<file path="config.mk">
export PLATFORM = sky130hd
export DESIGN_NAME = fpc_plane_cell
export DESIGN_NICKNAME = d
export VERILOG_FILES = /design/src/rtl/frustum_plane_cull_macros.svh /design/src/rtl/fpc_pkg.sv /design/src/rtl/fpc_plane_cell.sv
export SDC_FILE = /design/constraint.sdc
export NUM_CORES = 1
export LEC_CHECK = 0
export ABC_CLOCK_PERIOD_IN_PS = 2100
export BUFFER_PORTS_ARGS = -buffer_cell sky130_fd_sc_hd__buf_2
export CAP_MARGIN = 0
export CORE_ASPECT_RATIO = 1.5
export CORE_UTILIZATION = 47
export CTS_CLUSTER_SIZE = 10
export DETAILED_ROUTE_END_ITERATION = 7
export PLACE_DENSITY = 0.85
export SKIP_LAST_GASP = 1
export SLEW_MARGIN = 10
export SYNTH_ARGS = -nofsm -noshare
export SYNTH_HDL_FRONTEND = slang
export SYNTH_SLANG_ARGS = --single-unit
</file>
<file path="constraint.sdc">
create_clock -name clock -period 2.1 [get_ports clock]
set_input_delay 0.105 -clock clock [delete_from_list [all_inputs] [get_ports clock]]
set_output_delay 0.105 -clock clock [all_outputs]
set_load 0.02 [all_outputs]
</file>
<file path="src/rtl/frustum_plane_cull_macros.svh">
// ---------------------------------------------------------------------------
// Assertion macros of the frustum plane culling RTL.
// ---------------------------------------------------------------------------
`ifndef FRUSTUM_PLANE_CULL_MACROS_SVH
`define FRUSTUM_PLANE_CULL_MACROS_SVH

// Same-cycle implication.
`define FPC_ASSERT_IMP(lbl, clk, rst, ante, cons) \
   lbl: assert property (@(posedge clk) disable iff (rst) (ante) |-> (cons)) \
      else $error("frustum_plane_cull: assertion failed");

// Next-cycle implication.
`define FPC_ASSERT_NXT(lbl, clk, rst, ante, cons) \
   lbl: assert property (@(posedge clk) disable iff (rst) (ante) |=> (cons)) \
      else $error("frustum_plane_cull: assertion failed");

`endif

</file>
<file path="src/rtl/fpc_pkg.sv">
`timescale 1ns / 1ps
// ---------------------------------------------------------------------------
// fpc_pkg
// Shared constants, codes and types of the frustum plane culling block.
// ---------------------------------------------------------------------------
package fpc_pkg;

   localparam int DEF_COORD_WIDTH = 32;
   localparam int DEF_FRAC_BITS   = 16;

   localparam int NUM_PLANES = 6;
   localparam int IN_WIDTH   = 32;

   // request kinds
   localparam logic [1:0] MODE_LOAD   = 2'd0;
   localparam logic [1:0] MODE_BUILD  = 2'd1;
   localparam logic [1:0] MODE_SPHERE = 2'd2;
   localparam logic [1:0] MODE_BOX    = 2'd3;

   // register indexes
   localparam logic [1:0] CSR_VIEW_MODE = 2'd0;
   localparam logic [1:0] CSR_NEAR_DIST = 2'd1;
   localparam logic [1:0] CSR_FAR_DIST  = 2'd2;

   localparam logic [2:0] REJ_NONE = 3'd6;

   typedef struct packed {
      logic busy;
      logic done;
      logic len_zero;
   } rd_status_type;

endpackage

</file>
<file path="src/rtl/fpc_plane_cell.sv">
`timescale 1ns / 1ps
// ---------------------------------------------------------------------------
// fpc_plane_cell
// One plane (x, y, z, w) of the plane chain; takes its neighbor's plane on shift.
// ---------------------------------------------------------------------------
module fpc_plane_cell
   import fpc_pkg::*;
#(
   parameter int COORD_WIDTH = DEF_COORD_WIDTH
) (
   input  logic                        clock,
   input  logic                        reset,
   input  logic                        shift_en,
   input  logic [3:0][COORD_WIDTH-1:0] plane_in,
   output logic [3:0][COORD_WIDTH-1:0] plane_out
);

   logic [3:0][COORD_WIDTH-1:0] plane_ff;

   always_ff @(posedge clock) begin
      if (reset) begin
         plane_ff <= '0;
      end else if (shift_en) begin
         plane_ff <= plane_in;
      end
   end

   assign plane_out = plane_ff;

endmodule

</file>
# After elaboration in Yosys (flattened, before gate mapping)
# Cells that the tools add are included.
[word_totals]
ff_bits = 128
output_inout_bits = 128

# Longest topological paths before layout
[logic_depth]
depth_word = 0
ltp_mapped = 4
depth_no_buf = 2

# Worst setup path after synthesis
# No wires, ideal clock.
[synth_path]
kind = "input port to flip-flop"
from = "input port reset"
to = "register plane_ff (netlist bit plane_out[10])"
setup_ns = 0.117
arrival_ns = 0.627
t_required_ns = 1.983
setup_slack_ns = 1.356
path_stages = 3
path_buffers = 2
cell_sequence = "clkbuf_1 buf_2 nor2_1"
[synth_rtl]
columns = ["element", "line", "source"]
rows = [
  ["start, declared", "fpc_plane_cell.sv:12", "input logic reset,"],
  ["end signal, assigned", "fpc_plane_cell.sv:24", "plane_ff <= plane_in;"],
  ["end, declared", "fpc_plane_cell.sv:18", "logic [3:0][COORD_WIDTH-1:0] plane_ff;"],
]
# No word-level cell between the ends.

# Worst setup path after layout
[layout_path]
from = "register plane_ff (netlist bit plane_out[114])"
to = "output port plane_out[114] (netlist bit)"
[layout_rtl]
columns = ["element", "line", "source"]
rows = [
  ["end, declared", "fpc_plane_cell.sv:15", "output logic [3:0][COORD_WIDTH-1:0] plane_out"],
]
# No word-level cell between the ends.

==> metrics.txt <==
# TYPE chip_impl_metric gauge
chip_impl_info{name="status",value="finished clean"} 1
chip_impl_metric{name="cap_viol_max_count",unit=""} 0
chip_impl_metric{name="synth_enable_flop_cells",unit=""} 0
chip_impl_metric{name="synth_warnings",unit=""} 0
chip_impl_metric{name="fin_crit",unit="ns"} 1.06
chip_impl_info{name="family_with_the_most_delay_on_the_worst_path",value="flip-flops"} 1
chip_impl_metric{name="flow.area_growth_from_synthesis",unit="%"} 66.4
chip_impl_info{name="rsz0062_at_grt",value="no"} 1
chip_impl_metric{name="footprint_of_the_flip_flops_and_latches",unit="um^2"} 2560
chip_impl_metric{name="port_buffers",unit=""} 258
chip_impl_info{name="synth_area_leader_cell",value="sky130_fd_sc_hd__dfxtp_1"} 1
chip_impl_info{name="timing.critical_path.slowest_stage_cell",value="sky130_fd_sc_hd__dfxtp_1"} 1
chip_impl_metric{name="routed-via-count",unit=""} 4599
chip_impl_info{name="cp_cell_sequence",value="buf_2"} 1
chip_impl_metric{name="achievable-frequency",unit="MHz"} 944
chip_impl_metric{name="critical-path-max-stage-delay",unit="ns"} 0.37
chip_impl_metric{name="cp.required",unit="ns"} 2.00
chip_impl_metric{name="maxSlewViolCount",unit=""} 0
chip_impl_metric{name="first_pass_iters",unit=""} 4
chip_impl_info{name="synth_commonest_cells",value="sky130_fd_sc_hd__dfxtp_1 (128), sky130_fd_sc_hd__mux2i_1 (128), sky130_fd_sc_hd__nor2_1 (128)"} 1
chip_impl_metric{name="htreeDepth",unit=""} 4
chip_impl_metric{name="cts_buffer_depth",unit=""} 2
chip_impl_metric{name="num_antenna_cells",unit=""} 0
chip_impl_metric{name="grt_start_max_net_pins",unit=""} 61
chip_impl_metric{name="num_rows",unit=""} 44
chip_impl_metric{name="ios",unit=""} 259
chip_impl_metric{name="largest_reg_flops",unit=""} 128
chip_impl_metric{name="avgRoutedWirePerCell",unit="um"} 16.4
chip_impl_metric{name="core_area",unit="um^2"} 9630
chip_impl_metric{name="finish.net_count",unit=""} 929
chip_impl_metric{name="placed_cell_area",unit="um^2"} 5870
chip_impl_info{name="clock-root-buffer",value="sky130_fd_sc_hd__clkbuf_16"} 1
chip_impl_metric{name="drc",unit=""} 0
chip_impl_info{name="critical_path_sink_type",value="output port"} 1
chip_impl_metric{name="leakage",unit="nW"} 4.08
chip_impl_info{name="path_class",value="reg -> out"} 1
chip_impl_metric{name="clk_latency",unit="ns"} 0.40
chip_impl_metric{name="die_area",unit="um^2"} 10300
chip_impl_metric{name="tightestPinTransition",unit="ns"} 0.572
chip_impl_metric{name="worst-path-max-fanout",unit=""} 2
chip_impl_metric{name="totalWireLength",unit="um"} 15200
chip_impl_info{name="cts_tree",value="yes"} 1
chip_impl_metric{name="multiInputGateArea",unit="um^2"} 1760
chip_impl_metric{name="critical_path_at",unit="ns"} 0.95
chip_impl_metric{name="grt_use_total",unit=""} 0.286
chip_impl_metric{name="drive_gt1_frac",unit=""} 0.365
chip_impl_metric{name="fin_skew",unit="ns"} 0
chip_impl_metric{name="clkSlewWorstSetupHoldPaths",unit="ns"} 0.06
chip_impl_info{name="synth_top_cells_by_area",value="sky130_fd_sc_hd__dfxtp_1 (55%), sky130_fd_sc_hd__mux2i_1 (28%), sky130_fd_sc_hd__nor2_1 (10%)"} 1
chip_impl_metric{name="period_share",unit=""} 0.505
chip_impl_metric{name="postSynthNetCount",unit=""} 543
chip_impl_metric{name="instance_count_of_the_mapped_netlist",unit=""} 412
chip_impl_metric{name="drt_iter0_markers",unit=""} 151
chip_impl_metric{name="dieWidth",unit="um"} 83.2
chip_impl_metric{name="dp.final_hpwl",unit="um"} 8110
chip_impl_metric{name="viasPerCell",unit=""} 4.97
chip_impl_metric{name="postLayoutCoreUtil",unit=""} 0.803
chip_impl_metric{name="yosysTopAreaCellShare",unit=""} 0.551
chip_impl_info{name="synth-main-ff-cell",value="sky130_fd_sc_hd__dfxtp_1"} 1
chip_impl_metric{name="ys_async_sr_fraction",unit=""} 0
chip_impl_metric{name="peakVddDrop",unit="mV"} 1.02
chip_impl_metric{name="final_hold_viol_count",unit=""} 0
chip_impl_metric{name="mean_post_synth_cell_area",unit="um^2"} 11.3
chip_impl_metric{name="start_util",unit=""} 0.483
chip_impl_info{name="critPathLaunchType",value="register"} 1
chip_impl_metric{name="count_of_clock_tree_sinks",unit=""} 128
chip_impl_metric{name="synth-seq-area-share",unit=""} 0.551
chip_impl_metric{name="flop_and_latch_count_out_of_synthesis",unit=""} 128
chip_impl_metric{name="grt_first_pass_wirelength",unit="um"} 23000
chip_impl_metric{name="timing.final.setup_violations",unit=""} 0
chip_impl_metric{name="synth_cell_type_count",unit=""} 7
chip_impl_metric{name="grt_pass1_vias",unit=""} 4861
chip_impl_metric{name="slew-limit-headroom",unit=""} 0.619
chip_impl_metric{name="post_layout_instance_area",unit="um^2"} 7740
chip_impl_metric{name="drtAntennaViolNets",unit=""} 0
chip_impl_metric{name="cts_inserted_buffers",unit=""} 17
chip_impl_metric{name="worstPathBufferInverterCount",unit=""} 1
chip_impl_info{name="worstHoldPathType",value="in -> reg"} 1
chip_impl_metric{name="setup_tns",unit="ns"} 0
chip_impl_metric{name="grt_antenna_before_repair",unit=""} 0
chip_impl_metric{name="post_synth_instance_area",unit="um^2"} 4650
chip_impl_metric{name="gp_congestion",unit=""} 0.752
chip_impl_metric{name="powerDensity",unit="nW/um^2"} 850
chip_impl_metric{name="setup_buffers_after_cts",unit=""} 0
chip_impl_metric{name="grt_overflow_total",unit=""} 0
chip_impl_metric{name="nFillCells",unit=""} 499
chip_impl_metric{name="floorplan.die.height",unit="um"} 124
cell type report:
class | count | share of cell area
clock buffers | 20 | 0.0577
clock inverters | 11 | 0.0179
multi-input cells | 256 | 0.228
flip-flops and latches | 128 | 0.331
well taps | 115 | 0.0186
repair buffers | 395 | 0.347
metrics by stage:
| stage | hold WS [ns] | worst slack (ns) | cells | power [mW] |
|---|---|---|---|---|
| 5_1_grt | 0.195 | 1.01 | 925 | 6.81 |
| 4_1_cts | 0.163 | 1.05 | 925 | 6.56 |
| 6_report | 0.183 | 1.04 | 925 | 6.58 |
| 3_3_place_gp | 0.338 | 0.894 | 766 | 3.47 |
| 3_5_place_dp | 0.346 | 0.831 | 766 | 3.50 |
| 2_1_floorplan | 0.252 | 1.36 | 412 | 3.21 |
power by group:
group / internal, mW / total, mW / switching (mW)
clock network: 1.88 / 2.89 / 1.01
logic: 0.497 / 1.03 / 0.530
registers: 2.58 / 2.66 / 0.0824
total: 4.96 / 6.58 / 1.62
layer usage:
layer | share of wire | global-route usage | routed length [um] | vias up
met4 | 0.054 | 0.192 | 825 | 0
met1 | 0.35 | 0.271 | 5340 | 2167
met5 | 0 | 0 | 0 | -
met2 | 0.55 | 0.547 | 8290 | 227
li1 | - | - | - | 2135
met3 | 0.048 | 0.0656 | 728 | 70
worst paths after layout:
path	from	endpoint	slack (ns)	depth (start not counted)
max	plane_out[114]	plane_out[114]	1.04	1
min reg2reg	plane_out[14]	plane_out[14]	0.49	2
max reg2reg	plane_out[58]	plane_out[58]	1.30	2
min	reset	plane_out[96]	0.18	2
repair_timing:
| action | in CTS | in global routing |
|---|---|---|
| endpoints found under the setup margin | 0 | 0 |
| hold buffers | 128 | 0 |
| resized for setup | 0 | 0 |
| hold endpoints to repair | 128 | 0 |
cell families (layout without fill, tap and decap cells):
kind of cell           count (synthesis)  count (layout)  share of synthesized area
buffers and inverters                 28             426                     0.0705
AND/OR/NAND/NOR                      128             128                      0.103
flip-flops                           128             128                      0.551
multiplexers                         128             128                      0.275
cell usage in the layout (no fill, tap or decap), drive strengths merged:
cell type,count
buf,267
bufinv,3
dlygate4sd3,128
clkinvlp,2
clkinv,5
mux2i,128
inv,1
dfxtp,128
nor2,128
clkbuf,20
Power figures use the tool's default switching activity.
