**src/rtl/frustum_plane_cull_macros.svh**
```systemverilog
// ---------------------------------------------------------------------------
// Assertion macros of the frustum plane culling RTL.
// ---------------------------------------------------------------------------
`ifndef FRUSTUM_PLANE_CULL_MACROS_SVH
`define FRUSTUM_PLANE_CULL_MACROS_SVH

// Same-cycle implication.
`define FPC_ASSERT_IMP(lbl, clk, rst, ante, cons) \
   lbl: assert property (@(posedge clk) disable iff (rst) (ante) |-> (cons)) \
      else $error("frustum_plane_cull: assertion failed");

// Next-cycle implication.
`define FPC_ASSERT_NXT(lbl, clk, rst, ante, cons) \
   lbl: assert property (@(posedge clk) disable iff (rst) (ante) |=> (cons)) \
      else $error("frustum_plane_cull: assertion failed");

`endif

```
**src/rtl/fpc_pkg.sv**
```systemverilog
`timescale 1ns / 1ps
// ---------------------------------------------------------------------------
// fpc_pkg
// Shared constants, codes and types of the frustum plane culling block.
// ---------------------------------------------------------------------------
package fpc_pkg;

   localparam int DEF_COORD_WIDTH = 32;
   localparam int DEF_FRAC_BITS   = 16;

   localparam int NUM_PLANES = 6;
   localparam int IN_WIDTH   = 32;

   // request kinds
   localparam logic [1:0] MODE_LOAD   = 2'd0;
   localparam logic [1:0] MODE_BUILD  = 2'd1;
   localparam logic [1:0] MODE_SPHERE = 2'd2;
   localparam logic [1:0] MODE_BOX    = 2'd3;

   // register indexes
   localparam logic [1:0] CSR_VIEW_MODE = 2'd0;
   localparam logic [1:0] CSR_NEAR_DIST = 2'd1;
   localparam logic [1:0] CSR_FAR_DIST  = 2'd2;

   localparam logic [2:0] REJ_NONE = 3'd6;

   typedef struct packed {
      logic busy;
      logic done;
      logic len_zero;
   } rd_status_type;

endpackage

```
**src/rtl/fpc_fmul.sv**
```systemverilog
`timescale 1ns / 1ps
// ---------------------------------------------------------------------------
// fpc_fmul
// Shared two-stage fixed-point multiplier: raw magnitude product, then
// shift by the fraction bits with saturation and sign.
// ---------------------------------------------------------------------------
module fpc_fmul
   import fpc_pkg::*;
#(
   parameter int COORD_WIDTH = DEF_COORD_WIDTH,
   parameter int FRAC_BITS   = DEF_FRAC_BITS
) (
   input  logic                            clock,
   input  logic                            reset,
   input  logic                            issue,
   input  logic [COORD_WIDTH-1:0]          op_a,
   input  logic [COORD_WIDTH-1:0]          op_b,
   output logic                            raw_valid,
   output logic [2*COORD_WIDTH-1:0]        raw_prod,
   output logic                            res_valid,
   output logic [COORD_WIDTH-1:0]          res
);

   localparam int CW = COORD_WIDTH;
   localparam int PW = 2 * COORD_WIDTH;
   localparam logic [CW-1:0] MAXV = {1'b0, {(CW-1){1'b1}}};
   localparam logic [CW-1:0] MINV = {1'b1, {(CW-1){1'b0}}};

   logic [CW-1:0] mag_a, mag_b;
   logic [PW-1:0] prod_ff;
   logic          neg_ff, v1_ff, v2_ff;
   logic [CW-1:0] res_ff, res_in, lim, r;
   logic [PW-1:0] sh_w;

   assign mag_a = op_a[CW-1] ? (~op_a + 1'b1) : op_a;
   assign mag_b = op_b[CW-1] ? (~op_b + 1'b1) : op_b;

   always_comb begin
      sh_w   = prod_ff >> FRAC_BITS;
      lim    = neg_ff ? MINV : MAXV;
      r      = (sh_w > PW'(lim)) ? lim : sh_w[CW-1:0];
      res_in = neg_ff ? (~r + 1'b1) : r;
   end

   always_ff @(posedge clock) begin
      if (reset) begin
         v1_ff <= 1'b0;
         v2_ff <= 1'b0;
      end else begin
         v1_ff <= issue;
         v2_ff <= v1_ff;
      end
      prod_ff <= PW'(mag_a) * PW'(mag_b);
      neg_ff  <= op_a[CW-1] ^ op_b[CW-1];
      res_ff  <= res_in;
   end

   assign raw_valid = v1_ff;
   assign raw_prod  = prod_ff;
   assign res_valid = v2_ff;
   assign res       = res_ff;

endmodule

```
**config.mk**
```make
export PLATFORM = sky130hd
export DESIGN_NAME = fpc_fmul
export DESIGN_NICKNAME = d
export VERILOG_FILES = /design/src/rtl/frustum_plane_cull_macros.svh /design/src/rtl/fpc_pkg.sv /design/src/rtl/fpc_fmul.sv
export SDC_FILE = /design/constraint.sdc
export NUM_CORES = 2
export LEC_CHECK = 0
export BUFFER_PORTS_ARGS = -buffer_cell sky130_fd_sc_hd__buf_2
export CORE_AREA = 5 5 290 221
export CTS_CLUSTER_SIZE = 14
export DETAILED_ROUTE_END_ITERATION = 7
export DIE_AREA = 0 0 295 226
export PLACE_DENSITY = 0.85
export SETUP_SLACK_MARGIN = 0.4
export SYNTH_ARGS = -nofsm -noshare
export SYNTH_HDL_FRONTEND = slang
export SYNTH_SLANG_ARGS = --single-unit
```
**constraint.sdc**
```tcl
create_clock -name clock -period 23.9 [get_ports clock]
set_clock_uncertainty 0.05 [all_clocks]
set_input_delay 3.585 -clock clock [delete_from_list [all_inputs] [get_ports clock]]
set_output_delay 3.585 -clock clock [all_outputs]
set_load 0.05 [all_outputs]
```
* Word level (Yosys, flattened, before mapping)
Cells that the tools add are included.
** Word-level totals
- Flip-flop bits (word level) :: 99
- Bits of input ports :: 67
- Output and inout port bits :: 98
- Word-level logic and storage cells :: 19
** Operators by class
- Add/subtract/negate cells :: 3
- Multipliers :: 1
- Order comparisons :: 1
- Mux-type cells :: 5
- Bitwise logic cells :: 4
** Operators by type and width (count)
- two-way mux 32 bit :: 5
- adder 32 x 1 -> 32 bit (second input constant) :: 3
- NOT 32 bit :: 3
- multiplier 32 x 32 -> 64 bit :: 1
- greater-than comparator 48 x 32 -> 1 bit :: 1
- XOR 1 bit :: 1

* Logic depth before layout (Yosys ltp)
- Depth in word-level cells :: 6
- Depth in mapped cells :: 35
- Depth with buffers taken out :: 33

* Least setup slack after synthesis
OpenSTA, ideal clock, no wires.
- Kind :: input -> register
- From :: in op_a[6]
- To :: reg prod_ff[62], in the netlist raw_prod[62]
- Library setup time :: 127 ps
- Arrival time :: 12319 ps
- Data required time :: 23723 ps
- Setup slack :: 11405 ps
- Cell stages on the path :: 31
- Path buffers :: 2
- Path through :: or4_1 nor4_2 nand2b_1 nand2b_1 or4_4 o31ai_1 xnor2_1 clkbuf_1 nand2_1 fa_1 fa_1 fa_1 fa_1 inv_1 fa_1 fa_1 fa_1 inv_1 fa_1 inv_1 ha_1 clkbuf_1 nand2_1 o21ai_0 a221o_1 a21oi_1 o221a_2 o21ai_0 a21boi_0 o21ai_0 xor2_1
** Between the ends
- Cells in the longest elaborated chain, start to end :: 4
** RTL lines
- start, declared :: RTL line fpc_fmul.sv:16 : input logic [COORD_WIDTH-1:0] op_a,
- NOT 32 bit :: RTL line fpc_fmul.sv:35 : assign mag_a = op_a[CW-1] ? (~op_a + 1'b1) : op_a;
- adder 32 x 1 -> 32 bit :: RTL line fpc_fmul.sv:35
- two-way mux 32 bit (*) :: RTL line fpc_fmul.sv:35
- multiplier 32 x 32 -> 64 bit (*) :: RTL line fpc_fmul.sv:53 : prod_ff <= PW'(mag_a) * PW'(mag_b);
- end signal, assigned :: RTL line fpc_fmul.sv:53
- end, declared :: RTL line fpc_fmul.sv:30 : logic [PW-1:0] prod_ff;
Every way passes the cells marked *; elsewhere a longest branch is shown, timed or not.
A chain may end at the register's enable or synchronous reset.

* Worst setup path after layout
- From :: in op_b[5]
- To :: reg prod_ff[57], in the netlist raw_prod[57]
** Between the ends
- Cells in the longest elaborated chain, start to end :: 4
** RTL lines
- start, declared :: RTL line fpc_fmul.sv:17 : input logic [COORD_WIDTH-1:0] op_b,
- NOT 32 bit :: RTL line fpc_fmul.sv:36 : assign mag_b = op_b[CW-1] ? (~op_b + 1'b1) : op_b;
- adder 32 x 1 -> 32 bit :: RTL line fpc_fmul.sv:36
- two-way mux 32 bit (*) :: RTL line fpc_fmul.sv:36
- multiplier 32 x 32 -> 64 bit (*) :: RTL line fpc_fmul.sv:53
Marks and branches as above.

==> impl_metrics.py <==
metrics = {
    "status": {
        "status": "finished, final reports clean",
    },
    "timing": {
        "rsz0062_at_grt": "false",
        "sum_of_negative_setup_slack_ns": 0,
        "share_of_the_cycle_needed_by_the_critical_path_after_routing_pct": 59.1,
        "max_freq_mhz": 70.8,
        "final_critical_path_setup_slack_ns": 9.78,
        "report.final.slew_viol_count": 0,
        "period_minus_slack_ns": 14.12,
        "worst_max_slew_pin_slew_ns": 1.47,
        "final-setup-viol-count": 0,
        "timing_hold_violations_final": 0,
        "max_slew_margin_pct": 1.79,
    },
    "synthesis": {
        "synth_top_area_cell": "fa_1",
        "post_synth_instance_area_mm2": 0.0375,
        "ys_seq_elements": 99,
        "synth.top_cells.by_area": "fa_1 48%, ha_1 9.9%, inv_1 9.0%",
        "synth_seq_area_share_pct": 5.29,
        "synth_cells": 4291,
        "most_instantiated_flip_flop_cell_in_the_synthesis_netlist": "dfxtp_1",
        "syn-mean-instance-area_um2": 8.73,
        "async_reset_ff_share_pct": 0,
        "synth.lib_cells_used.distinct": 83,
        "synth_top_cell_area_share_pct": 47.9,
        "yosys_warnings": 0,
        "edff_count_synth": 0,
        "synth_nets": 5552,
    },
    "route": {
        "drt_pre_antenna_iters": 8,
        "routed_via_density": 6.12,
        "drc": 0,
        "vias_post_dr": 31800,
        "wire_per_inst_um": 23.9,
        "routed_wl_mm": 124,
        "drt_iter0_markers": 3404,
        "detail-route-antenna-nets": 0,
    },
    "place": {
        "place.port_buffers": 164,
        "dpl_worst_slack_ns": 9.68,
        "dpl.hpwl_mm": 99.1,
        "gp_routability_congestion": 1.05,
    },
    "grt": {
        "gr-total-overflow": 0,
        "grt_first_pass_wirelength_mm": 192,
        "antenna_found_initial": 10,
        "grt_max_degree": 71,
        "grt_usage_pct": 38.0,
        "grt_pass1_vias": 33800,
    },
    "clock_tree": {
        "cts_hold_buffers": 0,
        "cts_resized": 0,
        "max-clock-path-buffers": 2,
        "tritoncts": "yes",
        "worst_setup_hold_path_clk_slew_ns": 0.08,
        "cts_max_level": 3,
        "clock_latency_ns": 0.37,
        "clock_sinks": 99,
        "cts_buffers": 9,
        "post_cts_buffers": 0,
        "cts_root_buf": "clkbuf_16",
    },
    "floorplanning": {
        "die-width_um": 295,
        "start_util_pct": 61.3,
        "core_region_mm2": 0.0612,
        "rows": 79,
        "boundaryPins": 165,
        "die-height_um": 226,
        "die_area_mm2": 0.0667,
    },
    "hold_path": {
        "min_from": "raw_valid$_SDFF_PP0_",
        "worst_hold_path_type": "reg -> reg",
    },
    "critical_path": {
        "regToRegStartpoint": "neg_ff$_DFF_P_",
        "critical_setup_path_kind": "in -> reg",
        "r2r.worst_path.cells": 17,
        "crit_family": "adder cells",
        "critPathMostFrequentCell": "fa_1",
        "cp_slowest_cell": "xor2_2",
        "worst_setup_path_endpoint": "raw_prod[57]$_DFF_P_",
        "critPathArrivalTime_ns": 14.37,
        "cp.depth": 31,
        "critical_path.max_stage_delay_ns": 0.78,
        "required_ns": 24.15,
        "r2r_end": "res[30]$_DFF_P_",
        "start_kind": "primary input",
        "setup.worst_path.start": "op_b[5]",
        "reg2reg_setup_slack_ns": 18.45,
        "end_kind": "flip-flop",
        "critical_path.max_fanout": 19,
        "worst-path-buf-inv": 5,
    },
    "cells_and_area": {
        "num-nets-final": 5637,
        "final_cell_mix": "900 x inv_1, 896 x fa_1, 626 x nor2_1",
        "utilization_pct": 65.6,
        "areaGrowthSynthToFinish_pct": 7.14,
        "fillerInstances": 4776,
        "post_route_cells_drive_above_1_share_pct": 8.38,
        "mostFrequentLayoutCell": "inv_1",
    },
    "flow_run": {
        "timing.max_cap.violations": 0,
    },
}
worst min path at each step:
stage,to,cells after the start
final,res_valid$_SDFF_PP0_,1
after global routing,res_valid$_SDFF_PP0_,1
after CTS,res_valid$_SDFF_PP0_,1
after detailed placement,res_valid$_SDFF_PP0_,1
after global placement,res_valid$_SDFF_PP0_,1
after floorplan,res_valid$_SDFF_PP0_,1
registers in the layout (all words and copies together), names as in the netlist:
| signal | count |
|---|---|
| neg_ff | 1 |
| raw_valid | 1 |
| raw_prod | 64 |
| res_valid | 1 |
| res | 32 |
metrics by stage:
step | area, µm² | std cells | hold slack, ns
floorplan | 37500 | 4291 | 0.650
global placement | 39800 | 5174 | 0.392
detailed placement | 39800 | 5175 | 0.406
CTS | 40100 | 5191 | 0.416
global route | 40100 | 5194 | 0.438
finish | 40200 | 5202 | 0.415
Yosys cell counts (all sizes together), types with 5 or more instances:
cell type  instances
dfxtp             99
nand2            523
fa               896
o22a               5
a211oi            13
inv              901
nand4             19
nor2             626
or2               13
o31ai             22
a21o              41
xnor2             97
o31a               9
xor2              72
and3              11
nor4              15
and2              23
a21oi            103
clkbuf           161
buf               27
or4               16
ha               298
o21bai            15
o21a              20
o21ai             95
o41ai              8
nand3             12
o32ai              5
a31oi             13
or3               22
nor3              24
nand2b            18
nor2b             12
per-layer routing:
layer	share of wire [%]	GRT usage, %	wire length, µm	up-vias
met1	34	48.3	41800	15700
met2	42	55.7	52100	2472
met3	17	15.0	20500	650
met4	7.9	21.9	9760	0
met5	0	0	0	-
li1	-	-	-	13100
worst register-to-register path: stages (launching register included):
cell,delay [ns]
dfxtp_2,0.32
buf_4,0.55
inv_2,0.09
buf_4,0.25
ha_1,0.32
nand4_1,0.13
or2_2,0.34
nor3b_1,0.34
o31ai_1,0.16
a21oi_4,0.12
buf_4,0.46
mux2i_1,0.30
ha_1,0.50
inv_1,0.23
or3_1,0.56
nor4_1,0.29
o21ai_0,0.14
a21oi_1,0.20
kinds of logic (layout without fill, tap and decap cells):
kind of cell / after synthesis / in the layout / share of synthesized area (%)
and+or+nand+nor: 1344 / 1344 / 14.9
adders and majority gates: 1194 / 1194 / 57.8
buffers and inverters: 1090 / 1180 / 11.0
AOI/OAI and AO/OA: 393 / 393 / 6.92
xor gates and xnor gates: 169 / 169 / 4.02
DFF: 99 / 99 / 5.29
muxes: 2 / 2 / 0.0534
other: 0 / 11 / 0
area by class of cell:
class / count / area, µm² / area share (%)
repair buffers: 262 / 1560 / 3.88
flip-flops and latches: 99 / 1980 / 4.94
diodes: 11 / 27.5 / 0.0686
well taps: 810 / 1010 / 2.52
multi-input cells: 3102 / 31900 / 79.5
clock inverters: 6 / 50.0 / 0.125
inverters: 902 / 3390 / 8.43
clock buffers: 10 / 229 / 0.570
Power is left out: the tool's default activity adds up to more than one toggle a clock period on the data nets, which glitch-free logic cannot reach.
