File: config.mk
export PLATFORM = sky130hd
export DESIGN_NAME = fpc_root_div
export DESIGN_NICKNAME = d
export VERILOG_FILES = /design/src/rtl/frustum_plane_cull_macros.svh /design/src/rtl/fpc_pkg.sv /design/src/rtl/fpc_root_div.sv
export SDC_FILE = /design/constraint.sdc
export NUM_CORES = 1
export LEC_CHECK = 0
export ABC_AREA = 1
export BUFFER_PORTS_ARGS = -buffer_cell sky130_fd_sc_hd__buf_4
export CAP_MARGIN = 20
export CORE_MARGIN = 3
export CORE_UTILIZATION = 55
export CTS_CLUSTER_DIAMETER = 80
export CTS_CLUSTER_SIZE = 14
export DETAILED_ROUTE_END_ITERATION = 6
export PLACE_DENSITY_LB_ADDON = 0.05
export SLEW_MARGIN = 0
export SYNTH_ARGS = -nofsm -noshare
export SYNTH_HDL_FRONTEND = slang
export SYNTH_SLANG_ARGS = --single-unit
File: constraint.sdc
create_clock -name clock -period 23.1 [get_ports clock]
set_clock_uncertainty 0.05 [all_clocks]
set_input_delay 3.465 -clock clock [delete_from_list [all_inputs] [get_ports clock]]
set_output_delay 3.465 -clock clock [all_outputs]
set_load 0.01 [all_outputs]
File: src/rtl/frustum_plane_cull_macros.svh
// ---------------------------------------------------------------------------
// Assertion macros of the frustum plane culling RTL.
// ---------------------------------------------------------------------------
`ifndef FRUSTUM_PLANE_CULL_MACROS_SVH
`define FRUSTUM_PLANE_CULL_MACROS_SVH

// Same-cycle implication.
`define FPC_ASSERT_IMP(lbl, clk, rst, ante, cons) \
   lbl: assert property (@(posedge clk) disable iff (rst) (ante) |-> (cons)) \
      else $error("frustum_plane_cull: assertion failed");

// Next-cycle implication.
`define FPC_ASSERT_NXT(lbl, clk, rst, ante, cons) \
   lbl: assert property (@(posedge clk) disable iff (rst) (ante) |=> (cons)) \
      else $error("frustum_plane_cull: assertion failed");

`endif

File: src/rtl/fpc_pkg.sv
`timescale 1ns / 1ps
// ---------------------------------------------------------------------------
// fpc_pkg
// Shared constants, codes and types of the frustum plane culling block.
// ---------------------------------------------------------------------------
package fpc_pkg;

   localparam int DEF_COORD_WIDTH = 32;
   localparam int DEF_FRAC_BITS   = 16;

   localparam int NUM_PLANES = 6;
   localparam int IN_WIDTH   = 32;

   // request kinds
   localparam logic [1:0] MODE_LOAD   = 2'd0;
   localparam logic [1:0] MODE_BUILD  = 2'd1;
   localparam logic [1:0] MODE_SPHERE = 2'd2;
   localparam logic [1:0] MODE_BOX    = 2'd3;

   // register indexes
   localparam logic [1:0] CSR_VIEW_MODE = 2'd0;
   localparam logic [1:0] CSR_NEAR_DIST = 2'd1;
   localparam logic [1:0] CSR_FAR_DIST  = 2'd2;

   localparam logic [2:0] REJ_NONE = 3'd6;

   typedef struct packed {
      logic busy;
      logic done;
      logic len_zero;
   } rd_status_type;

endpackage

File: src/rtl/fpc_root_div.sv
`timescale 1ns / 1ps
// ---------------------------------------------------------------------------
// fpc_root_div
// Inverse normal length: bit-serial integer square root of the square sum,
// then restoring division of 2^(2*FRAC_BITS) by the root, one bit a cycle.
// ---------------------------------------------------------------------------
module fpc_root_div
   import fpc_pkg::*;
#(
   parameter int COORD_WIDTH = DEF_COORD_WIDTH,
   parameter int FRAC_BITS   = DEF_FRAC_BITS
) (
   input  logic                       clock,
   input  logic                       reset,
   input  logic                       start,
   input  logic [2*COORD_WIDTH-1:0]   radicand,
   output rd_status_type              status,
   output logic [COORD_WIDTH-1:0]     inv
);

   localparam int CW   = COORD_WIDTH;
   localparam int QW   = 2 * FRAC_BITS + 1;
   localparam int LW   = (QW > CW) ? QW : CW;
   localparam int CNTW = $clog2(LW);
   localparam int XW   = LW;
   localparam logic [CW-1:0] MAXV = {1'b0, {(CW-1){1'b1}}};

   localparam logic [1:0] PH_IDLE = 2'd0;
   localparam logic [1:0] PH_SQRT = 2'd1;
   localparam logic [1:0] PH_DIV  = 2'd2;

   logic [1:0]      phase_ff;
   logic [CNTW-1:0] cnt_ff;
   logic [2*CW-1:0] rad_ff;
   logic [CW+1:0]   rem_ff, rem_in, trial;
   logic [CW-1:0]   root_ff;
   logic [CW:0]     drem_ff, drem_in;
   logic [QW-1:0]   q_ff;
   logic            done_ff, zero_ff, nbit;
   logic [XW-1:0]   q_w;

   always_comb begin
      rem_in  = {rem_ff[CW-1:0], rad_ff[2*CW-1 -: 2]};
      trial   = {root_ff, 2'b01};
      nbit    = (cnt_ff == CNTW'(2 * FRAC_BITS));
      drem_in = {drem_ff[CW-1:0], nbit};
      q_w     = XW'(q_ff);
      inv     = (q_w > XW'(MAXV)) ? MAXV : q_w[CW-1:0];
   end

   always_ff @(posedge clock) begin
      if (reset) begin
         phase_ff <= PH_IDLE;
         done_ff  <= 1'b0;
      end else begin
         // pulse when the divide finishes or finds a zero root
         done_ff <= (phase_ff == PH_DIV) && ((root_ff == '0) || (cnt_ff == '0));
         case (phase_ff)
            PH_IDLE: begin
               if (start) begin
                  phase_ff <= PH_SQRT;
                  cnt_ff   <= CNTW'(CW - 1);
                  rad_ff   <= radicand;
                  rem_ff   <= '0;
                  root_ff  <= '0;
               end
            end
            PH_SQRT: begin
               rad_ff <= rad_ff << 2;
               if (rem_in >= trial) begin
                  rem_ff  <= rem_in - trial;
                  root_ff <= {root_ff[CW-2:0], 1'b1};
               end else begin
                  rem_ff  <= rem_in;
                  root_ff <= {root_ff[CW-2:0], 1'b0};
               end
               if (cnt_ff == '0) begin
                  phase_ff <= PH_DIV;
                  cnt_ff   <= CNTW'(QW - 1);
                  drem_ff  <= '0;
                  q_ff     <= '0;
               end else begin
                  cnt_ff <= cnt_ff - 1'b1;
               end
            end
            PH_DIV: begin
               if (root_ff == '0) begin
                  // zero-length normal: leave the plane as derived
                  phase_ff <= PH_IDLE;
                  zero_ff  <= 1'b1;
               end else begin
                  if (drem_in >= {1'b0, root_ff}) begin
                     drem_ff <= drem_in - {1'b0, root_ff};
                     q_ff    <= {q_ff[QW-2:0], 1'b1};
                  end else begin
                     drem_ff <= drem_in;
                     q_ff    <= {q_ff[QW-2:0], 1'b0};
                  end
                  if (cnt_ff == '0) begin
                     phase_ff <= PH_IDLE;
                     zero_ff  <= 1'b0;
                  end else begin
                     cnt_ff <= cnt_ff - 1'b1;
                  end
               end
            end
            default: begin
               phase_ff <= PH_IDLE;
            end
         endcase
      end
   end

   assign status.busy     = (phase_ff != PH_IDLE);
   assign status.done     = done_ff;
   assign status.len_zero = zero_ff;

endmodule

Word level (Yosys, flattened, before mapping)
Cells that the tools add are included.
{ "classes": {"eq_ne": 8, "n_addsub": 3, "muxes": 27, "order_cmp": 3, "n_reduce_logical": 15, "bitwise_logic": 1} }
{ "op_table": {"columns": ["operator", "n"], "rows": [
  ["2-to-1 mux 32 bit", 6],
  ["one-hot mux 32 bit (2 select lines)", 3],
  ["one-hot mux 64 bit (2 select lines)", 1],
  ["2-to-1 mux 33 bit", 2],
  ["one-hot mux 33 bit (2 select lines)", 1],
  ["2-to-1 mux 64 bit", 1],
  ["subtractor 32 bit", 2],
  ["greater-or-equal comparator 34 bit", 1],
  ["greater-or-equal comparator 33 x 32 -> 1 bit", 1],
  ["greater-than comparator 33 x 31 -> 1 bit, second input constant", 1],
  ["zero test 32 bit", 1],
  ["2-to-1 mux 6 bit", 4],
  ["one-hot mux 6 bit (3 select lines)", 1],
  ["AND reduction 3 bit", 3],
  ["2-to-1 mux 2 bit", 4],
  ["inequality test 2 bit, second input constant", 4],
  ["nonzero test 2 bit", 4],
  ["equality test 6 bit, second input constant", 1],
  ["zero test 6 bit", 1],
  ["one-hot mux 2 bit (3 select lines)", 1],
  ["subtractor 6 x 1 -> 6 bit, second input constant", 1],
  ["AND reduction 5 bit", 1],
  ["AND reduction 4 bit", 1],
  ["2-to-1 mux 1 bit", 3],
  ["other kinds (8)", 8]
]} }
{ "word_totals": {"wordCells": 66, "register_bits": 203} }

Longest topological paths before layout
Gate-level depths: netlist of run 1.
{ "logic_depth": {"word_depth": 5, "ltp_mapped": 19, "mapped_depth_nobuf": 19} }

Worst setup path before layout of run 1
No wires, ideal clock.
{ "synth_timing": {"path_type": "input-to-reg", "from": "input reset", "to": "register rad_ff[0], enable pin", "setup_slack_ns": 12.588, "cell_stages": 3, "setup_time_ns": 0.658, "arrival_time_ns": 9.805, "n_path_buf": 0, "cell_sequence": "inv_1 > nand2_1 > a21oi_1"} }
{ "synth_via": {"elab_chain_len": 2} }
{ "synth_rtl": {"columns": ["item", "line_no", "rtl"], "rows": [
  ["from (decl)", "fpc_root_div.sv:14", "input logic reset,"],
  ["NOT 1 bit (no source line)", null, null],
  ["AND reduction 3 bit (no source line)", null, null],
  ["to (signal assigned)", "fpc_root_div.sv:63", "rad_ff <= radicand;"],
  ["to (signal assigned)", "fpc_root_div.sv:69", "rad_ff <= rad_ff << 2;"],
  ["to (decl)", "fpc_root_div.sv:34", "logic [2*CW-1:0] rad_ff;"]
]} }
No other way between the ends.
A chain may end at the register's enable or synchronous reset.

Worst setup path in the final report of run 1
{ "layout_timing": {"from": "input reset", "to": "register root_ff[28], enable pin"} }
{ "layout_via": {"elab_chain_len": 2} }
{ "layout_rtl": {"columns": ["item", "line_no", "rtl"], "rows": [
  ["NOT 1 bit (no source line)", null, null],
  ["AND reduction 3 bit (no source line)", null, null],
  ["to (signal assigned)", "fpc_root_div.sv:72", "root_ff <= {root_ff[CW-2:0], 1'b1};"],
  ["to (signal assigned)", "fpc_root_div.sv:75", "root_ff <= {root_ff[CW-2:0], 1'b0};"],
  ["to (decl)", "fpc_root_div.sv:36", "logic [CW-1:0] root_ff;"]
]} }
No other way between the ends.

==> reports/results.txt, run 1 <==
GRT overflow = 0
RSZ-0062 raised after global routing = false
Synth area leaders = edfxtp_1, nand2_1, inv_1
Met2 routed wirelength = 15.5 mm
Final Slew Violations = 0
CP max FO = 70
Worst-path clk slew = 0.06 ns
Worst slew pin tran = 0.976 ns
PD cells = 121 nW/µm²
Filler Cell Count = 2474
Synthesized Nets = 2255
Leakage = 8.68 nW
Setup TNS = 0 ns
WL met1 = 16.5 mm
CTS max path bufs = 3
R2r setup slk = 19.71 ns
Uppermost layer routed = met4
Avg Cell Area, Syn = 6.93 µm²
DR vias/cell = 5.00
Final period util = 23.1%
Post-route minimum period = 5.33 ns
CTS buffer count = 20
Layout cells sized above 1 = 7.57%
Antenna Diode Count = 0
Reg-to-reg endpoint = drem_ff[24]$_SDFFCE_PN0P_
H-tree Lvls = 1
Setup bufs post-CTS = 0
Port bufs = 100
MaxCap Viol Count = 0
Post-Route WL = 35.6 mm
CTS tree = yes
Ports = 102
Synth Area in Compound Gates = 2.09%
Gr usage total = 24.7%
Post-synthesis mux area share = 0%
HPWL after DPL = 26.0 mm
Synth area leader = edfxtp_1
Num rows = 59
Yosys cell types = 34
Most common cell after layout, fill and taps aside = nand2_1
EDFF count, synth = 200
Hold Vio Cnt, Final = 0
Final worst slack = 17.77 ns
Worst Hold Path EP = rad_ff[29]$_DFFE_PP_
Post-synthesis sequential area ratio = 41.4%
Cts repair resizes = 0
Die H = 169 µm
Largest net degree at the start of global routing = 77
Critical path class = in -> reg
Cts-stage hold buffer count = 0
DRC = 0
Synthesized instance count = 2115
Cell Area, Synth = 14700 µm²
Worst Path Arrival = 5.41 ns
Max Freq = 0.188 GHz
DR WL/cell = 14.0 µm
Clk sink count = 203
First-pass GRT wire length = 58.1 mm
Die Area = 28700 µm²
Clk_lat worst skew = 0.52 ns
Critical Path RT = 23.18 ns
Post-synthesis adder-cell area fraction = 6.28%
Area grow syn2layout = 11.1%
Xor/xnor share of the synthesized area = 1.85%
Hold path start = rad_ff[27]$_DFFE_PP_
Simple-gate area share of the yosys netlist = 36.1%
Vias = 12700
Most frequent cells in the layout = nand2_1, inv_1, nor2_1
Number of global-route vias before repair = 11900
Synth top area share = 41.0%
Final ANT Viol Nets = 0
Core area = 26100 µm²
Initial core utilization = 56.1%
NumNets Final = 2334
Hold Path Stages = 2
Hold Path Class = reg -> reg
Synth warn = 0
Final Wtd Congestion = 0.990
Pre-CTS WS = 17.22 ns
Status = finished clean
Largest family of logic cells by synthesized area = simple AND/OR/NAND/NOR gates
Nature of the critical path startpoint = primary input
Launching point of the worst reg2reg path = cnt_ff[2]$_DFFE_PP_
1st-iter DRT viols = 1023
Ys flop type = edfxtp_1
CTS Root Cell = clkbuf_16
Initial antenna violation count = 0
Slew HR = 34.8%
Routed wl met3 = 2.27 mm
Yosys reg bits = 203
Max VDD drop = 0.117 mV
Worst R2R Path Depth = 15
First-pass DRT Iterations = 7
Post-synth ARST share = 0%
Critical path endpoint category = flip-flop
Die width = 169 µm
Final setup vio count = 0
-- per-layer routing --
| metal | vias up | track usage, % |
|---|---|---|
| li1 | 6589 | - |
| met1 | 5652 | 34.7 |
| met2 | 382 | 39.2 |
| met3 | 82 | 3.40 |
| met4 | 0 | 9.17 |
| met5 | - | 0 |
-- cell usage after synthesis (2+ instances only) --
cell / instances
a211oi_1: 2
nor2_4: 2
inv_1: 400
clkbuf_1: 29
nand2_1: 884
inv_2: 7
or2_2: 3
xor2_1: 27
nand3b_1: 54
o21bai_1: 4
and2_1: 14
dfxtp_1: 3
xnor2_1: 4
ha_1: 72
buf_4: 9
nor2_2: 2
a21oi_1: 43
o21ai_0: 6
and3_1: 2
nand3_2: 3
nor2_1: 228
buf_2: 10
buf_6: 4
nand4_1: 17
nor3_1: 13
nand2_2: 5
nand3_1: 62
edfxtp_1: 200
-- metrics by stage --
| step | utilization (%) | power, mW | instances | cell area [µm²] | hold slack, ns |
|---|---|---|---|---|---|
| finish | 62.4 | 1.97 | 2542 | 16300 | 0.468 |
| global route | 62.4 | 2.14 | 2542 | 16300 | 0.479 |
| CTS | 62.3 | 1.97 | 2541 | 16300 | 0.468 |
| detailed placement | 60.0 | 1.65 | 2506 | 15700 | 0.453 |
| global placement | 60.0 | 1.63 | 2506 | 15700 | 0.450 |
| floorplan | - | 1.40 | 2115 | 14700 | 0.443 |
-- how the worst max path moves through the flow --
stage,from,to,slack [ns],cells after the start
6_report,reset,root_ff[28]$_SDFFCE_PN0P_,17.77,6
5_1_grt,reset,root_ff[28]$_SDFFCE_PN0P_,17.57,6
4_1_cts,q_ff[31]$_SDFFCE_PN0P_,inv[10],17.37,3
2_1_floorplan,reset,rad_ff[0]$_SDFFCE_PP0P_,12.59,3
3_5_place_dp,reset,rem_ff[24]$_SDFFCE_PN0P_,17.22,6
3_3_place_gp,reset,rem_ff[27]$_SDFFCE_PN0P_,17.27,6
-- critical path, cell delays in order --
cell	delay, ns
buf_4	0.12
inv_1	0.10
nand2_1	0.12
a21oi_4	0.12
buf_4	0.59
buf_4	0.85
-- where the power goes --
| group | internal, mW | switching, mW | total [mW] |
|---|---|---|---|
| clock | 0.164 | 0.148 | 0.313 |
| sequential | 0.564 | 0.0422 | 0.606 |
| combinational | 0.333 | 0.717 | 1.05 |
-- flip-flops by register name, summed over array words and instances, names as in the netlist --
signal and cells:
rad_ff 64, q_ff 33, drem_ff 32, rem_ff 32, root_ff 32, cnt_ff 6
phase_ff 2, done_ff 1, zero_ff 1
-- cell type report --
class	instances	area, µm²	share of cell area (%)
Clock inverter	8	80.1	0.491
Timing Repair Buffer	110	833	5.11
Multi-Input combinational cell	1452	6840	42.0
Sequential cell	203	6070	37.2
Clock buffer	27	527	3.23
Inverter	407	1530	9.38
Tap cell	335	419	2.57
-- cell families after synthesis --
logic type	Yosys count
flip-flops	203
AND/OR/NAND/NOR	1290
buffers and inverters	460
XOR/XNOR	31
AO/OA/AOI/OAI	57
other	1
adder cells (fa/ha/maj)	73
No activity file was read; power rests on OpenSTA's default activity.
==> run 2: changes to the inputs <==
==> constraint.sdc (replaced) <==
create_clock -name clock -period 5.4 [get_ports clock]
set_clock_uncertainty 0.05 [all_clocks]
set_input_delay 0.81 -clock clock [delete_from_list [all_inputs] [get_ports clock]]
set_output_delay 0.81 -clock clock [all_outputs]
set_load 0.01 [all_outputs]
==> reports/results.txt, run 2 (same netlist as run 1, synthesis figures left out) <==
Num rows = 59
Clock share of power = 14.7%
Net Sw Frac = 46.4%
Gr usage total = 26.0%
1st-iter DRT viols = 871
Final ANT Viol Nets = 0
Worst-path clk slew = 0.07 ns
Initial core utilization = 56.1%
Launching point of the worst reg2reg path = root_ff[0]$_SDFFCE_PN0P_
Initial antenna violation count = 0
Layout cells sized above 1 = 7.28%
Gate power share = 54.3%
Final period util = 70.4%
Dpl cell area = 15700 µm²
DR WL/cell = 14.7 µm
Ports = 102
Reg-to-reg endpoint = rem_ff[5]$_SDFFCE_PN0P_
Power Internal = 4.48 mW
Area grow syn2layout = 10.5%
Largest register by flop count = rad_ff
Critical Path RT = 5.69 ns
Die H = 169 µm
Cts repair resizes = 0
Max Freq = 0.263 GHz
Core area = 26100 µm²
HPWL after DPL = 27.7 mm
Hold path start = reset
Antenna Diode Count = 0
R2r setup slk = 1.60 ns
Worst Hold Path EP = done_ff$_SDFF_PP0_
GRT overflow = 0
Hold Path Stages = 2
Slew HR = 36.4%
NumNets Final = 2332
Nature of the critical path startpoint = flip-flop
Top flop regs = rad_ff x64, q_ff x33
Leakage = 8.63 nW
Port bufs = 100
Worst R2R Path Depth = 13
CTS buffer count = 19
Critical path endpoint category = flip-flop
Status = finished clean
Critical path class = reg -> reg
Clk_lat worst skew = 0.49 ns
Worst slew pin tran = 0.951 ns
Die Area = 28700 µm²
H-tree Lvls = 1
Post-Route WL = 37.3 mm
Post-route minimum period = 3.80 ns
Setup bufs post-CTS = 0
CTS Root Cell = clkbuf_16
MaxCap Viol Count = 0
PD cells = 516 nW/µm²
Most frequent cells in the layout = nand2_1, inv_1, nor2_1
Switching pwr = 3.88 mW
Reg area = 6070 µm²
Sequential share of power = 31.0%
Final Wtd Congestion = 0.957
Clk sink count = 203
Final setup vio count = 0
DRC = 0
CTS tree = yes
Worst Path Arrival = 4.10 ns
Most common cell after layout, fill and taps aside = nand2_1
Area of the multi-input gates = 6840 µm²
Setup TNS = 0 ns
Max VDD drop = 0.312 mV
Filler Cell Count = 2454
Largest net degree at the start of global routing = 73
Vias = 12700
Largest register FFs = 64
First-pass DRT Iterations = 6
Design area = 16200 µm²
Hold Vio Cnt, Final = 0
Die width = 169 µm
Cts-stage hold buffer count = 0
Hold Path Class = in -> reg
CP max FO = 23
Final Slew Violations = 0
Final hold slack = 0.448 ns
CTS max path bufs = 3
DR vias/cell = 5.02
Number of global-route vias before repair = 12300
RSZ-0062 raised after global routing = false
First-pass GRT wire length = 60.7 mm
==> run 2: stage by stage <==
stage          util, %  std cells  power, mW  setup slack (ns)
3_3_place_gp      59.9       2505       7.07              1.69
4_1_cts           61.9       2532       8.38              1.58
3_5_place_dp      59.9       2505       7.12              1.62
5_1_grt           62.0       2533       9.12              1.21
6_report          62.0       2533       8.36              1.60
2_1_floorplan        -       2115       5.97            0.0815
==> run 2: layout make-up <==
type,count,share of cell area (%)
Clock buffer,23,3.03
Tap cell,335,2.59
Timing Repair Buffer,109,5.10
Clock inverter,4,0.178
Inverter,407,9.43
Sequential cell,203,37.4
Multi-Input combinational cell,1452,42.2
==> run 2: power groups by stage <==
stage | Clock, mW | Combinational, mW | Sequential [mW]
final | 1.23 | 4.54 | 2.59
after global routing | 1.31 | 5.18 | 2.64
after CTS | 1.26 | 4.53 | 2.59
after detailed placement | 0 | 4.50 | 2.62
after global placement | 0 | 4.46 | 2.61
after floorplan | 0 | 3.36 | 2.61
==> run 2: routing by layer <==
| layer | GRT usage, % | routed length (µm) | vias to the layer above | share of wire, % |
|---|---|---|---|---|
| met3 | 3.61 | 2330 | 80 | 6.3 |
| met5 | 0 | 0 | - | 0 |
| met4 | 8.78 | 1300 | 0 | 3.5 |
| met1 | 34.7 | 16300 | 5655 | 44 |
| li1 | - | - | 6593 | - |
| met2 | 43.8 | 17300 | 376 | 47 |
==> run 2: how the worst max path moves through the flow <==
| stage | startpoint | to | slack [ns] |
|---|---|---|---|
| 6_report | root_ff[0]$_SDFFCE_PN0P_ | rem_ff[5]$_SDFFCE_PN0P_ | 1.60 |
| 5_1_grt | root_ff[7]$_SDFFCE_PN0P_ | rem_ff[7]$_SDFFCE_PN0P_ | 1.21 |
| 4_1_cts | root_ff[7]$_SDFFCE_PN0P_ | rem_ff[5]$_SDFFCE_PN0P_ | 1.58 |
| 3_5_place_dp | root_ff[7]$_SDFFCE_PN0P_ | rem_ff[5]$_SDFFCE_PN0P_ | 1.62 |
| 3_3_place_gp | root_ff[7]$_SDFFCE_PN0P_ | root_ff[0]$_SDFFCE_PN0P_ | 1.69 |
| 2_1_floorplan | phase_ff[1]$_SDFFE_PP0P_ | rad_ff[0]$_SDFFCE_PP0P_ | 0.08 |
==> run 2: critical path, stage by stage, from the launching register on <==
cell	delay, ns
edfxtp_1	0.42
inv_1	0.16
ha_1	0.32
nand2_1	0.22
nor2_1	0.09
nand3_1	0.11
nand3_2	0.13
nand2_1	0.11
nand2_1	0.08
nand2_1	0.70
nand2_2	0.54
inv_2	0.51
nor2_1	0.08
nor2_1	0.12
